==> src/rtl/ipr_pkg.sv <==
`default_nettype none

package ipr_pkg;

	// Geometry and counters
	localparam int COORD_BITS = 16;
	localparam int MAX_POINTS = 1024;
	localparam int IDX_W      = 10;
	localparam int CNT_W      = 11;
	localparam int LIM_W      = 15;
	localparam int LSQ_W      = 2 * LIM_W;
	localparam int DIFF_W     = COORD_BITS + 1;
	localparam int ABS_W      = COORD_BITS;
	localparam int SQ_W       = 2 * ABS_W;
	localparam int SUM_W      = SQ_W + 1;

	localparam logic [CNT_W-1:0] POINT_CAP = {CNT_W{1'b1}};
	localparam logic [CNT_W-1:0] KEPT_CAP  =
		(MAX_POINTS < 2047) ? CNT_W'(MAX_POINTS) : CNT_W'(2047);
	localparam logic [CNT_W-1:0] INDEX_TOP = CNT_W'({IDX_W{1'b1}});
	localparam logic [LIM_W-1:0] LIMIT_RESET = LIM_W'(100);

	// Command queue between classifier and emitter
	localparam int QDEPTH = 8;
	localparam int QPTR_W = $clog2(QDEPTH);
	localparam int QCNT_W = $clog2(QDEPTH + 1);

	// One classified point word: what to emit for it, in order prev, cur, first
	typedef struct packed {
		logic                         keep_prev;
		logic                         keep_cur;
		logic                         keep_first;
		logic                         last;
		logic signed [COORD_BITS-1:0] px;
		logic signed [COORD_BITS-1:0] py;
		logic [IDX_W-1:0]             pidx;
		logic signed [COORD_BITS-1:0] cx;
		logic signed [COORD_BITS-1:0] cy;
		logic [IDX_W-1:0]             cidx;
		logic signed [COORD_BITS-1:0] fx;
		logic signed [COORD_BITS-1:0] fy;
	} ipr_cmd_t;

	typedef struct packed {
		logic     push;
		ipr_cmd_t cmd;
	} ipr_push_t;

	typedef struct packed {
		logic              empty;
		logic [QCNT_W-1:0] count;
	} ipr_qstat_t;

	typedef struct packed {
		logic                         pt_valid;
		logic signed [COORD_BITS-1:0] x;
		logic signed [COORD_BITS-1:0] y;
		logic [IDX_W-1:0]             index;
		logic [CNT_W-1:0]             kept;
		logic                         eos;
	} ipr_res_t;

	// Magnitude of the difference of two coordinates
	function automatic logic [ABS_W-1:0] abs_diff(
		input logic signed [COORD_BITS-1:0] a,
		input logic signed [COORD_BITS-1:0] b
	);
		logic signed [DIFF_W-1:0] d;
		logic signed [DIFF_W-1:0] nd;
		d  = DIFF_W'(a) - DIFF_W'(b);
		nd = -d;
		return d[DIFF_W-1] ? nd[ABS_W-1:0] : d[ABS_W-1:0];
	endfunction

	// Clamp a point number to the index field
	function automatic logic [IDX_W-1:0] sat_index(input logic [CNT_W-1:0] n);
		return (n > INDEX_TOP) ? {IDX_W{1'b1}} : n[IDX_W-1:0];
	endfunction

endpackage

`default_nettype wire

==> src/rtl/isolated_point_removal_core.sv <==
`default_nettype none
// Result path: a point is decided when the next point of its scan arrives, a scan's last point
// on its own arrival; its result then passes the difference stage, square stage, queue write
// and output register, in that order.
// Throughput: one point per cycle while in_ready is high; the emitter gives one result per
// cycle while res_ready allows, and a scan-final point yields up to three results.
// Reset: arst_n asynchronously clears counters, flags, queue and output valid, and
// loads the limit with 100; no clearing pass is needed.

module isolated_point_removal_core import ipr_pkg::*; (
	input  wire logic                         clk,
	input  wire logic                         arst_n,
	input  wire logic                         in_valid,
	output logic                              in_ready,
	input  wire logic signed [COORD_BITS-1:0] in_x,
	input  wire logic signed [COORD_BITS-1:0] in_y,
	input  wire logic                         scan_last,
	input  wire logic                         cfg_valid,
	output logic                              cfg_ready,
	input  wire logic [LIM_W-1:0]             cfg_data,
	output logic                              res_valid,
	input  wire logic                         res_ready,
	output logic                              out_valid,
	output logic signed [15:0]                out_x,
	output logic signed [15:0]                out_y,
	output logic [IDX_W-1:0]                  out_index,
	output logic [CNT_W-1:0]                  kept_count,
	output logic                              end_of_scan
);

	ipr_push_t  qpush;
	ipr_qstat_t qstat;
	ipr_cmd_t   head;
	ipr_res_t   res;
	logic       pop;

	ipr_front u_front (
		.clk       (clk),
		.arst_n    (arst_n),
		.in_valid  (in_valid),
		.in_ready  (in_ready),
		.in_x      (in_x),
		.in_y      (in_y),
		.scan_last (scan_last),
		.cfg_valid (cfg_valid),
		.cfg_ready (cfg_ready),
		.cfg_data  (cfg_data),
		.qstat     (qstat),
		.qpush     (qpush)
	);

	ipr_queue u_queue (
		.clk    (clk),
		.arst_n (arst_n),
		.qpush  (qpush),
		.pop    (pop),
		.head   (head),
		.qstat  (qstat)
	);

	ipr_back u_back (
		.clk       (clk),
		.arst_n    (arst_n),
		.head      (head),
		.qstat     (qstat),
		.pop       (pop),
		.res_valid (res_valid),
		.res_ready (res_ready),
		.res       (res)
	);

	// Drive result fields
	assign out_valid   = res.pt_valid;
	assign out_x       = res.x;
	assign out_y       = res.y;
	assign out_index   = res.index;
	assign kept_count  = res.kept;
	assign end_of_scan = res.eos;

`ifndef SYNTHESIS
	// Admission credit keeps the queue from overflowing
	a_no_overflow: assert property (@(posedge clk) disable iff (!arst_n)
		qpush.push |-> (qstat.count < QCNT_W'(QDEPTH)))
		else $error("command queue overflow");

	// Emitter never pops an empty queue
	a_no_underflow: assert property (@(posedge clk) disable iff (!arst_n)
		pop |-> !qstat.empty)
		else $error("command queue underflow");

	// An empty marker only closes a scan
	a_marker_is_end: assert property (@(posedge clk) disable iff (!arst_n)
		(res_valid && !out_valid) |-> (end_of_scan && (out_index == '0)))
		else $error("empty marker without end of scan");
`endif

endmodule

`default_nettype wire

==> src/rtl/ipr_front.sv <==
`default_nettype none

module ipr_front import ipr_pkg::*; (
	input  wire logic                         clk,
	input  wire logic                         arst_n,
	input  wire logic                         in_valid,
	output logic                              in_ready,
	input  wire logic signed [COORD_BITS-1:0] in_x,
	input  wire logic signed [COORD_BITS-1:0] in_y,
	input  wire logic                         scan_last,
	input  wire logic                         cfg_valid,
	output logic                              cfg_ready,
	input  wire logic [LIM_W-1:0]             cfg_data,
	input  wire ipr_qstat_t                   qstat,
	output ipr_push_t                         qpush
);

	logic                         accept;
	logic [QCNT_W:0]              need;

	// Configuration and squared limit
	logic [LIM_W-1:0]             lim_q;
	logic [LSQ_W-1:0]             limsq_q;

	// Point tracking at accept
	logic signed [COORD_BITS-1:0] prev_x_q, prev_y_q, first_x_q, first_y_q;
	logic [CNT_W-1:0]             cnt_q;

	// Stage 1: differences
	logic                         v_s1, last_s1, zero_s1, one_s1;
	logic [ABS_W-1:0]             dx_s1, dy_s1, wx_s1, wy_s1;
	logic signed [COORD_BITS-1:0] px_s1, py_s1, cx_s1, cy_s1, fx_s1, fy_s1;
	logic [IDX_W-1:0]             pidx_s1, cidx_s1;

	// Stage 2: squares
	logic                         v_s2, last_s2, zero_s2, one_s2;
	logic [SQ_W-1:0]              sdx_s2, sdy_s2, swx_s2, swy_s2;
	logic signed [COORD_BITS-1:0] px_s2, py_s2, cx_s2, cy_s2, fx_s2, fy_s2;
	logic [IDX_W-1:0]             pidx_s2, cidx_s2;

	// Scan flags
	logic                         pbc_q, fp_q;
	logic                         close, wrap, kp, kc, kf, pbc_n, fp_n;

	// Admit a word only if the queue has room for everything in flight
	assign need     = {1'b0, qstat.count} + {{QCNT_W{1'b0}}, v_s1}
		+ {{QCNT_W{1'b0}}, v_s2};
	assign in_ready = need < (QCNT_W + 1)'(QDEPTH);
	assign accept   = in_valid && in_ready;
	assign cfg_ready = 1'b1;

	// Hold the limit and its square
	always_ff @(posedge clk or negedge arst_n) begin
		if (!arst_n) begin
			lim_q   <= LIMIT_RESET;
			limsq_q <= LSQ_W'(LIMIT_RESET) * LSQ_W'(LIMIT_RESET);
		end else begin
			if (cfg_valid) begin
				lim_q <= cfg_data;
			end
			limsq_q <= LSQ_W'(lim_q) * LSQ_W'(lim_q);
		end
	end

	// Advance the point counter per accepted word, saturating at its top; clear it at a scan's last word
	always_ff @(posedge clk or negedge arst_n) begin
		if (!arst_n) begin
			cnt_q <= '0;
		end else if (accept) begin
			if (scan_last) begin
				cnt_q <= '0;
			end else if (cnt_q < POINT_CAP) begin
				cnt_q <= cnt_q + CNT_W'(1);
			end
		end
	end

	// Remember previous and first point
	always_ff @(posedge clk) begin
		if (accept) begin
			prev_x_q <= in_x;
			prev_y_q <= in_y;
			if (cnt_q == '0) begin
				first_x_q <= in_x;
				first_y_q <= in_y;
			end
		end
	end

	// Stage 1 and stage 2 valid
	always_ff @(posedge clk or negedge arst_n) begin
		if (!arst_n) begin
			v_s1 <= 1'b0;
			v_s2 <= 1'b0;
		end else begin
			v_s1 <= accept;
			v_s2 <= v_s1;
		end
	end

	// Stage 1: neighbour and wrap differences
	always_ff @(posedge clk) begin
		if (accept) begin
			last_s1 <= scan_last;
			zero_s1 <= (cnt_q == '0);
			one_s1  <= (cnt_q == CNT_W'(1));
			dx_s1   <= abs_diff(in_x, prev_x_q);
			dy_s1   <= abs_diff(in_y, prev_y_q);
			wx_s1   <= abs_diff(in_x, first_x_q);
			wy_s1   <= abs_diff(in_y, first_y_q);
			px_s1   <= prev_x_q;
			py_s1   <= prev_y_q;
			cx_s1   <= in_x;
			cy_s1   <= in_y;
			fx_s1   <= first_x_q;
			fy_s1   <= first_y_q;
			pidx_s1 <= sat_index(cnt_q - CNT_W'(1));
			cidx_s1 <= sat_index(cnt_q);
		end
	end

	// Stage 2: squares
	always_ff @(posedge clk) begin
		if (v_s1) begin
			last_s2 <= last_s1;
			zero_s2 <= zero_s1;
			one_s2  <= one_s1;
			sdx_s2  <= SQ_W'(dx_s1) * SQ_W'(dx_s1);
			sdy_s2  <= SQ_W'(dy_s1) * SQ_W'(dy_s1);
			swx_s2  <= SQ_W'(wx_s1) * SQ_W'(wx_s1);
			swy_s2  <= SQ_W'(wy_s1) * SQ_W'(wy_s1);
			px_s2   <= px_s1;
			py_s2   <= py_s1;
			cx_s2   <= cx_s1;
			cy_s2   <= cy_s1;
			fx_s2   <= fx_s1;
			fy_s2   <= fy_s1;
			pidx_s2 <= pidx_s1;
			cidx_s2 <= cidx_s1;
		end
	end

	// Classify: compare distances and decide what to keep
	always_comb begin
		close = (SUM_W'(sdx_s2) + SUM_W'(sdy_s2)) < SUM_W'(limsq_q);
		wrap  = (SUM_W'(swx_s2) + SUM_W'(swy_s2)) < SUM_W'(limsq_q);
		priority if (zero_s2) begin
			kp    = 1'b0;
			pbc_n = 1'b0;
			fp_n  = 1'b0;
		end else if (one_s2) begin
			kp    = close;
			pbc_n = close;
			fp_n  = !close;
		end else begin
			kp    = close || pbc_q;
			pbc_n = close;
			fp_n  = fp_q;
		end
		kc = last_s2 && !zero_s2 && (pbc_n || wrap);
		kf = last_s2 && !zero_s2 && fp_n && wrap;
	end

	// Hold the scan flags; clear them at the end of a scan
	always_ff @(posedge clk or negedge arst_n) begin
		if (!arst_n) begin
			pbc_q <= 1'b0;
			fp_q  <= 1'b0;
		end else if (v_s2) begin
			pbc_q <= last_s2 ? 1'b0 : pbc_n;
			fp_q  <= last_s2 ? 1'b0 : fp_n;
		end
	end

	// Push only words that emit something or end a scan
	always_comb begin
		qpush.push           = v_s2 && (kp || kc || kf || last_s2);
		qpush.cmd.keep_prev  = kp;
		qpush.cmd.keep_cur   = kc;
		qpush.cmd.keep_first = kf;
		qpush.cmd.last       = last_s2;
		qpush.cmd.px         = px_s2;
		qpush.cmd.py         = py_s2;
		qpush.cmd.pidx       = pidx_s2;
		qpush.cmd.cx         = cx_s2;
		qpush.cmd.cy         = cy_s2;
		qpush.cmd.cidx       = cidx_s2;
		qpush.cmd.fx         = fx_s2;
		qpush.cmd.fy         = fy_s2;
	end

endmodule

`default_nettype wire

==> src/rtl/ipr_queue.sv <==
`default_nettype none

module ipr_queue import ipr_pkg::*; (
	input  wire logic      clk,
	input  wire logic      arst_n,
	input  wire ipr_push_t qpush,
	input  wire logic      pop,
	output ipr_cmd_t       head,
	output ipr_qstat_t     qstat
);

	ipr_cmd_t          mem [QDEPTH];
	logic [QPTR_W-1:0] wptr_q, rptr_q;
	logic [QCNT_W-1:0] cnt_q;

	assign head        = mem[rptr_q];
	assign qstat.count = cnt_q;
	assign qstat.empty = (cnt_q == '0);

	// Write entry at tail
	always_ff @(posedge clk) begin
		if (qpush.push) begin
			mem[wptr_q] <= qpush.cmd;
		end
	end

	// Advance pointers and occupancy
	always_ff @(posedge clk or negedge arst_n) begin
		if (!arst_n) begin
			wptr_q <= '0;
			rptr_q <= '0;
			cnt_q  <= '0;
		end else begin
			if (qpush.push) begin
				wptr_q <= wptr_q + QPTR_W'(1);
			end
			if (pop) begin
				rptr_q <= rptr_q + QPTR_W'(1);
			end
			unique case ({qpush.push, pop})
				2'b10:   cnt_q <= cnt_q + QCNT_W'(1);
				2'b01:   cnt_q <= cnt_q - QCNT_W'(1);
				default: cnt_q <= cnt_q;
			endcase
		end
	end

endmodule

`default_nettype wire

==> src/rtl/ipr_back.sv <==
`default_nettype none

module ipr_back import ipr_pkg::*; (
	input  wire logic       clk,
	input  wire logic       arst_n,
	input  wire ipr_cmd_t   head,
	input  wire ipr_qstat_t qstat,
	output logic            pop,
	output logic            res_valid,
	input  wire logic       res_ready,
	output ipr_res_t        res
);

	logic [2:0]       done_q;
	logic [CNT_W-1:0] kc_q;
	logic             rv_q;
	ipr_res_t         res_q;

	logic             take, emit, only;
	logic [2:0]       flags, sel;
	logic [CNT_W-1:0] kc_inc;
	ipr_res_t         nxt;

	assign res_valid = rv_q;
	assign res       = res_q;

	// Pick the next result of the head word
	always_comb begin
		take   = !qstat.empty && (!rv_q || res_ready);
		flags  = {head.keep_first, head.keep_cur, head.keep_prev} & ~done_q;
		sel    = flags & (~flags + 3'd1);
		only   = (flags & (flags - 3'd1)) == 3'd0;
		kc_inc = (kc_q < KEPT_CAP) ? kc_q + CNT_W'(1) : kc_q;
		nxt    = '0;
		emit   = 1'b0;
		pop    = 1'b0;
		if (take) begin
			if (flags != 3'd0) begin
				emit         = 1'b1;
				pop          = only;
				nxt.pt_valid = 1'b1;
				nxt.kept     = kc_inc;
				nxt.eos      = head.last && only;
				priority if (sel[0]) begin
					nxt.x     = head.px;
					nxt.y     = head.py;
					nxt.index = head.pidx;
				end else if (sel[1]) begin
					nxt.x     = head.cx;
					nxt.y     = head.cy;
					nxt.index = head.cidx;
				end else begin
					nxt.x     = head.fx;
					nxt.y     = head.fy;
					nxt.index = '0;
				end
			end else begin
				// Empty end marker, or drop a word with nothing left
				emit     = head.last;
				pop      = 1'b1;
				nxt.kept = kc_q;
				nxt.eos  = head.last;
			end
		end
	end

	// Track progress inside the head word, the kept count and the result valid
	always_ff @(posedge clk or negedge arst_n) begin
		if (!arst_n) begin
			done_q <= '0;
			kc_q   <= '0;
			rv_q   <= 1'b0;
		end else begin
			if (take) begin
				done_q <= pop ? 3'd0 : (done_q | sel);
				if (emit) begin
					kc_q <= nxt.eos ? '0 : nxt.kept;
				end
			end
			if (emit) begin
				rv_q <= 1'b1;
			end else if (res_ready) begin
				rv_q <= 1'b0;
			end
		end
	end

	// Load the output register
	always_ff @(posedge clk) begin
		if (emit) begin
			res_q <= nxt;
		end
	end

endmodule

`default_nettype wire
==> config.mk <==
export PLATFORM = sky130hd
export DESIGN_NAME = isolated_point_removal_core
export DESIGN_NICKNAME = d
export VERILOG_FILES = /design/src/rtl/ipr_pkg.sv /design/src/rtl/isolated_point_removal_core.sv /design/src/rtl/ipr_front.sv /design/src/rtl/ipr_queue.sv /design/src/rtl/ipr_back.sv
export SDC_FILE = /design/constraint.sdc
export NUM_CORES = 2
export LEC_CHECK = 0
export ABC_AREA = 1
export BUFFER_PORTS_ARGS = -buffer_cell sky130_fd_sc_hd__buf_2
export CORE_MARGIN = 2
export CORE_UTILIZATION = 60
export CTS_BUF_LIST = sky130_fd_sc_hd__clkbuf_8 sky130_fd_sc_hd__clkbuf_16
export CTS_CLUSTER_SIZE = 25
export DETAILED_ROUTE_END_ITERATION = 12
export PLACE_DENSITY = 0.76
export SETUP_SLACK_MARGIN = 0.15
export SLEW_MARGIN = 20
export SYNTH_ARGS = -nofsm -noshare
export SYNTH_HDL_FRONTEND = slang
export SYNTH_HIERARCHICAL = 1
export SYNTH_SLANG_ARGS = --single-unit
==> constraint.sdc <==
create_clock -name clk -period 11.9 [get_ports clk]
set_input_delay 2.38 -clock clk [delete_from_list [all_inputs] [get_ports clk]]
set_output_delay 2.38 -clock clk [all_outputs]
set_load 0.03 [all_outputs]
* Word-level counts from Yosys, hierarchy flattened
Memories as Yosys holds them, arrays and structs flattened.
Index checks and enable logic that the tools add are counted.
** Storage, ports and cells
- Register bits after elaboration :: 602
- Bits in writable memories :: 960
- Output and inout bits :: 58
- Word-level logic and storage cells :: 153
- Memories kept :: 1
** Memory list
- u_queue.mem :: words 8, bits a word 120, read ports 1, clocked after Yosys merged registers in 0, wr ports 1, RTL line ipr_queue.sv:12 : ipr_cmd_t mem [QDEPTH];
** Operators by class
- $add $sub $neg :: 21
- Multipliers :: 5
- $lt $le $gt $ge :: 7
- Eq/ne operators :: 3
- Muxes and demuxes :: 30
- Bitwise operators :: 6
- Reduce and logical (&&, ||, !) cells :: 29
** Operators with widths (count)
- multiplier 16 x 16 -> 32 bit :: 4
- two-way mux 42 bit :: 2
- subtractor 16 x 16 -> 17 bit :: 4
- adder 32 x 32 -> 33 bit :: 2
- less-than comparator 33 x 30 -> 1 bit :: 2
- two-way mux 16 bit :: 4
- negation 16 bit :: 4
- two-way mux 11 bit :: 4
- two-way mux 43 bit :: 1
- multiplier 15 x 15 -> 30 bit :: 1
- two-way mux 12 bit :: 2
- adder 11 x 1 -> 11 bit (second input constant) :: 2
- greater-than comparator 11 x 10 -> 1 bit (second input constant) :: 2
- less-than comparator 11 bit (second input constant) :: 2
- two-way mux 1 bit :: 15
- == test 11 x 1 -> 1 bit (second input constant) :: 1
- logical NOT 11 bit :: 1
- subtractor 11 x 1 -> 11 bit (second input constant) :: 1
- adder 3 x 1 -> 3 bit (second input constant) :: 3
- AND 3 bit :: 3
- logical AND 1 bit :: 8
- one-hot mux 4 bit (2 select lines) :: 1
- AND reduction 2 bit :: 4
- logical OR 1 bit :: 6
- other kinds (16) :: 22

* Depth between registers and ports, before layout
- Depth in word-level cells :: 12
- Depth in mapped cells :: 34
- Gate-level depth less buffers :: 34

* By module
Netlist, hierarchy kept.
** By module, submodules not included
- ipr_front :: times used 1, cells each 6759, area each 61147.4 µm²
- ipr_queue :: times used 1, cells each 2784, area each 37303.3 µm²
- ipr_back :: times used 1, cells each 416, area each 3613.5 µm²

* Worst setup path after synthesis
OpenSTA, ideal clock, no wires.
- Path type :: register to register
- Start :: register u_front.v_s1
- End :: register u_front.cnt_q[9]
- Setup time :: 0.127 ns
- Arrival time :: 9.518 ns
- Data required time :: 11.773 ns
- Setup slack :: 2.254 ns
- Stages on the path, launching flop included :: 11
- Buffers on the path :: 0
- Clock period less this slack :: 9.646 ns
- Cells stage by stage :: dfrtp_1 -> a21oi_1 -> nor2_1 -> nor2_1 -> nand2_1 -> inv_1 -> nand2_1 -> nor2_1 -> nand3_1 -> o21ai_0 -> a211oi_1
** On the way
- Longest elaborated chain between the ends :: 5
** Ends and longest elaborated chain
- start, declared :: RTL line ipr_front.sv:30 : logic v_s1, last_s1, zero_s1, one_s1;
- start signal, assigned :: RTL line ipr_front.sv:96 : v_s1 <= accept;
- adder 4 x 1 -> 5 bit :: RTL line ipr_front.sv:46 : assign need = {1'b0, qstat.count} + {{QCNT_W{1'b0}}, v_s1}
- adder 5 x 1 -> 5 bit :: RTL line ipr_front.sv:47 : + {{QCNT_W{1'b0}}, v_s2};
- less-than comparator 5 x 4 -> 1 bit :: RTL line ipr_front.sv:48 : assign in_ready = need < (QCNT_W + 1)'(QDEPTH);
- named net in_ready :: RTL line isolated_point_removal_core.sv:14 : output logic in_ready,
- logical AND 1 bit :: RTL line ipr_front.sv:49 : assign accept = in_valid && in_ready;
- named net u_front.accept :: RTL line ipr_front.sv:18 : logic accept;
- AND reduction 2 bit (no line)
- end signal, assigned :: RTL line ipr_front.sv:73 : cnt_q <= cnt_q + CNT_W'(1);
- end, declared :: RTL line ipr_front.sv:27 : logic [CNT_W-1:0] cnt_q;
The timed path passes the listed nets, and every way through them passes these cells.
A chain may end at the register's enable or synchronous reset.

* Worst setup path after layout
- Start :: register u_front.dy_s1[8]
- End :: register u_front.sdy_s2[28] (data pin)
** On the way
- Longest elaborated chain between the ends :: 1
** Ends and longest elaborated chain
- start, declared :: RTL line ipr_front.sv:31 : logic [ABS_W-1:0] dx_s1, dy_s1, wx_s1, wy_s1;
- start signal, assigned :: RTL line ipr_front.sv:108 : dy_s1 <= abs_diff(in_y, prev_y_q);
- multiplier 16 x 16 -> 32 bit :: RTL line ipr_front.sv:129 : sdy_s2 <= SQ_W'(dy_s1) * SQ_W'(dy_s1);
- end signal, assigned :: RTL line ipr_front.sv:129
- end, declared :: RTL line ipr_front.sv:37 : logic [SQ_W-1:0] sdx_s2, sdy_s2, swx_s2, swy_s2;
Every way passes these cells.

==> impl_metrics.env <==
export IMPL_outcome="complete, no violations"
export IMPL_regArea_mm2=0.04636
export IMPL_synth_area_mm2=0.1021
export IMPL_grt_pass1_vias=72060
export IMPL_cts_tree="built"
export IMPL_cts_max_path_buffers=3
export IMPL_ant_nets=0
export IMPL_worst_ep_arrival_time_ns=6.99
export IMPL_yosysSeqAreaShare_pct=45.41
export IMPL_hold_viol_final=0
export IMPL_wl_per_cell_um=19.69
export IMPL_cts_hold_buf=0
export IMPL_start_util_pct=60.36
export IMPL_relSlewSlack_pct=26.00
export IMPL_clock_root_buffer="clkbuf_16"
export IMPL_dp_hpwl_um=164300
export IMPL_num_nets_final=11450
export IMPL_nFillCells=12820
export IMPL_cts_repair_resized=0
export IMPL_yosysWarnings=6
export IMPL_synth_area_top_cells="edfxtp_1 (43%), fa_1 (16%), ha_1 (8.4%)"
export IMPL_cts_buffers=158
export IMPL_synth_edf_count=1473
export IMPL_synth_top_family_by_area="adder cells"
export IMPL_fin_skew_ns=0.04150
export IMPL_rows=151
export IMPL_critPathCaptureType="flop"
export IMPL_rsz0062_at_grt="false"
export IMPL_required_ns=12.43
export IMPL_final_max_slew_viol_count=0
export IMPL_area_growth_pct=7.463
export IMPL_setup_tns_final_ns=0
export IMPL_instances_no_fill=12260
export IMPL_synthAdderAreaFrac_pct=24.02
export IMPL_drc=0
export IMPL_diodes=0
export IMPL_hp_class="reg2reg"
export IMPL_routed_via_density=5.704
export IMPL_synth_distinct_cells=66
export IMPL_die_y_um=416.4
export IMPL_worst_slew_pin_slew_ns=1.110
export IMPL_synth_ff_type="edfxtp_1"
export IMPL_synthArstFlopShare_pct=5.395
export IMPL_dp_slack_ns=5.437
export IMPL_grt_pass1_wl_um=385700
export IMPL_die_x_um=416.4
export IMPL_yosys_mux_area_fraction_pct=0.07723
export IMPL_top_level_ports=111
export IMPL_antenna_found_initial=1
export IMPL_core_region_area_mm2=0.1691
export IMPL_h_tree_depth=4
export IMPL_synth_most_common_cell="nand2_1"
export IMPL_synth_ff_latch_count=1557
export IMPL_max_freq_mhz=154.7
export IMPL_track_usage_pct=28.35
export IMPL_vias=69940
export IMPL_grt_max_degree=270
export IMPL_final_period_utilization_pct=54.31
export IMPL_netlist_instances=9959
export IMPL_worst_slack_ns=5.437
export IMPL_cts_sinks=1557
export IMPL_port_buffers=109
export IMPL_utilization_pct=64.86
export IMPL_maxCapViolations=0
export IMPL_synthesis_nets=11490
export IMPL_yosys_area_top_type="edfxtp_1"
export IMPL_globalRouteOverflowTotal=0
export IMPL_drive_above_1_share_pct=4.809
export IMPL_clkLatencyLatePin_ns=0.82
export IMPL_finalCriticalPeriod_ns=6.463
export IMPL_synth_compound_area_share_pct=7.514
export IMPL_synth_common_cells="nand2_1 (1,886), inv_1 (1,725), edfxtp_1 (1,473), fa_1 (797), nor2_1 (791)"
export IMPL_post_cts_buffers=0
export IMPL_crit_type="reg2reg"
export IMPL_synth_xor_area_share_pct=2.820
export IMPL_multi_input_area_mm2=0.04773
export IMPL_synth_simple_gate_area_share_pct=12.27
export IMPL_startpoint_type="flop"
export IMPL_drtIter0Drc=6395
export IMPL_syn_area_per_cell_um2=10.25
export IMPL_dpl_cell_count=11970
export IMPL_die_area_mm2=0.1734
export IMPL_first_pass_iters=6
export IMPL_drt_wl_total_um=241400
export IMPL_critPathMaxFanout=17
export IMPL_path_clk_slew_ns=0.06
export IMPL_globalplace_congestion=0.9012
export IMPL_synth_top_area_share_pct=43.34
export IMPL_setup_viol=0
-- through the flow --
stage | cell area (µm²) | hold WS, ns
after floorplan | 102100 | 0.4003
after global placement | 104300 | 0.4005
after detailed placement | 104300 | 0.4045
after CTS | 109600 | 0.3874
after global routing | 109700 | 0.4042
final | 109700 | 0.3819
-- logic make-up after synthesis --
logic type / count (synthesis)
fa+ha+maj: 1481
xor+xnor: 326
buf+inv: 2091
mux: 7
compound gates: 1382
flops: 1557
other cells: 1
simple gates: 3114
-- worst max-delay path, cell delays in order, from the launching register on --
cell and delay (ns):
edfxtp_1 0.93, nand2_1 0.24, inv_1 0.15, fa_1 0.48, fa_1 0.51, fa_1 0.59
fa_1 0.44, fa_1 0.49, inv_1 0.05, fa_1 0.48, inv_1 0.04, ha_1 0.35
nand2_1 0.14, nor4_1 0.39, nand2_1 0.10, o211ai_1 0.36, nand2_1 0.10, nand2_1 0.11
a21oi_1 0.08, xor2_1 0.14
-- final timing paths --
kind                            cells after the start                             to  slack (ns)                   startpoint
worst max-delay path                               19   u_front/sdy_s2[28]$_DFFE_PP_        5.44   u_front/dy_s1[8]$_DFFE_PP_
worst min-delay path                                0    u_front/py_s2[14]$_DFFE_PP_        0.38  u_front/py_s1[14]$_DFFE_PP_
worst max register to register                     19   u_front/sdy_s2[28]$_DFFE_PP_        5.44   u_front/dy_s1[8]$_DFFE_PP_
worst min register to register                      0    u_front/py_s2[14]$_DFFE_PP_        0.38  u_front/py_s1[14]$_DFFE_PP_
max in group asynchronous                           2         u_front/v_s1$_DFF_PN0_        9.02                       arst_n
min in group asynchronous                           1  u_queue/rptr_q[2]$_DFFE_PN0P_        1.56                       arst_n
-- final cells by class --
type	instances	share of cell area [%]
Sequential cell	1557	42.27
Tap cell	2218	2.530
Timing Repair Buffer	147	0.8533
Multi-Input combinational cell	6311	43.52
Inverter	1739	5.972
Clock inverter	123	1.124
Clock buffer	166	3.736
-- per-layer routing --
metal / part of all wire (%) / GRT usage (%) / vias up
met5: 0 / 0 / -
met2: 50 / 49.13 / 2560
li1: - / - / 32370
met4: 3.9 / 11.02 / 0
met3: 6.8 / 3.735 / 478
met1: 39 / 36.34 / 34530
-- cells in the final DEF (no fill, tap or decap), types with 17 or more instances in the layout --
cell / instances
xnor2_1: 119
inv_1: 1742
o22ai_1: 261
buf_2: 108
bufinv_16: 17
nand2_1: 1886
o21ai_1: 49
nand3b_1: 18
nand4_1: 57
o21ai_0: 588
ha_1: 684
clkinv_2: 29
fa_1: 797
nor4_1: 21
o21bai_1: 33
clkbuf_16: 161
o21a_1: 17
a21oi_1: 329
a21o_1: 29
buf_4: 30
nand3_1: 211
edfxtp_1: 1473
a31oi_1: 17
nor3_1: 79
clkinv_1: 30
xor2_1: 204
dfrtp_1: 72
nor2_1: 783
-- sequential cells by signal (all words and copies together) (netlist names), 29 cells and up --
name,flops
u_back/res,55
u_queue/mem,960
u_front/swy_s2,31
u_front/limsq_q,29
u_front/sdy_s2,31
u_front/swx_s2,31
u_front/sdx_s2,31
Power is not shown: default switching activity piles up to over one toggle a cycle in this logic, so the estimate is an artifact.
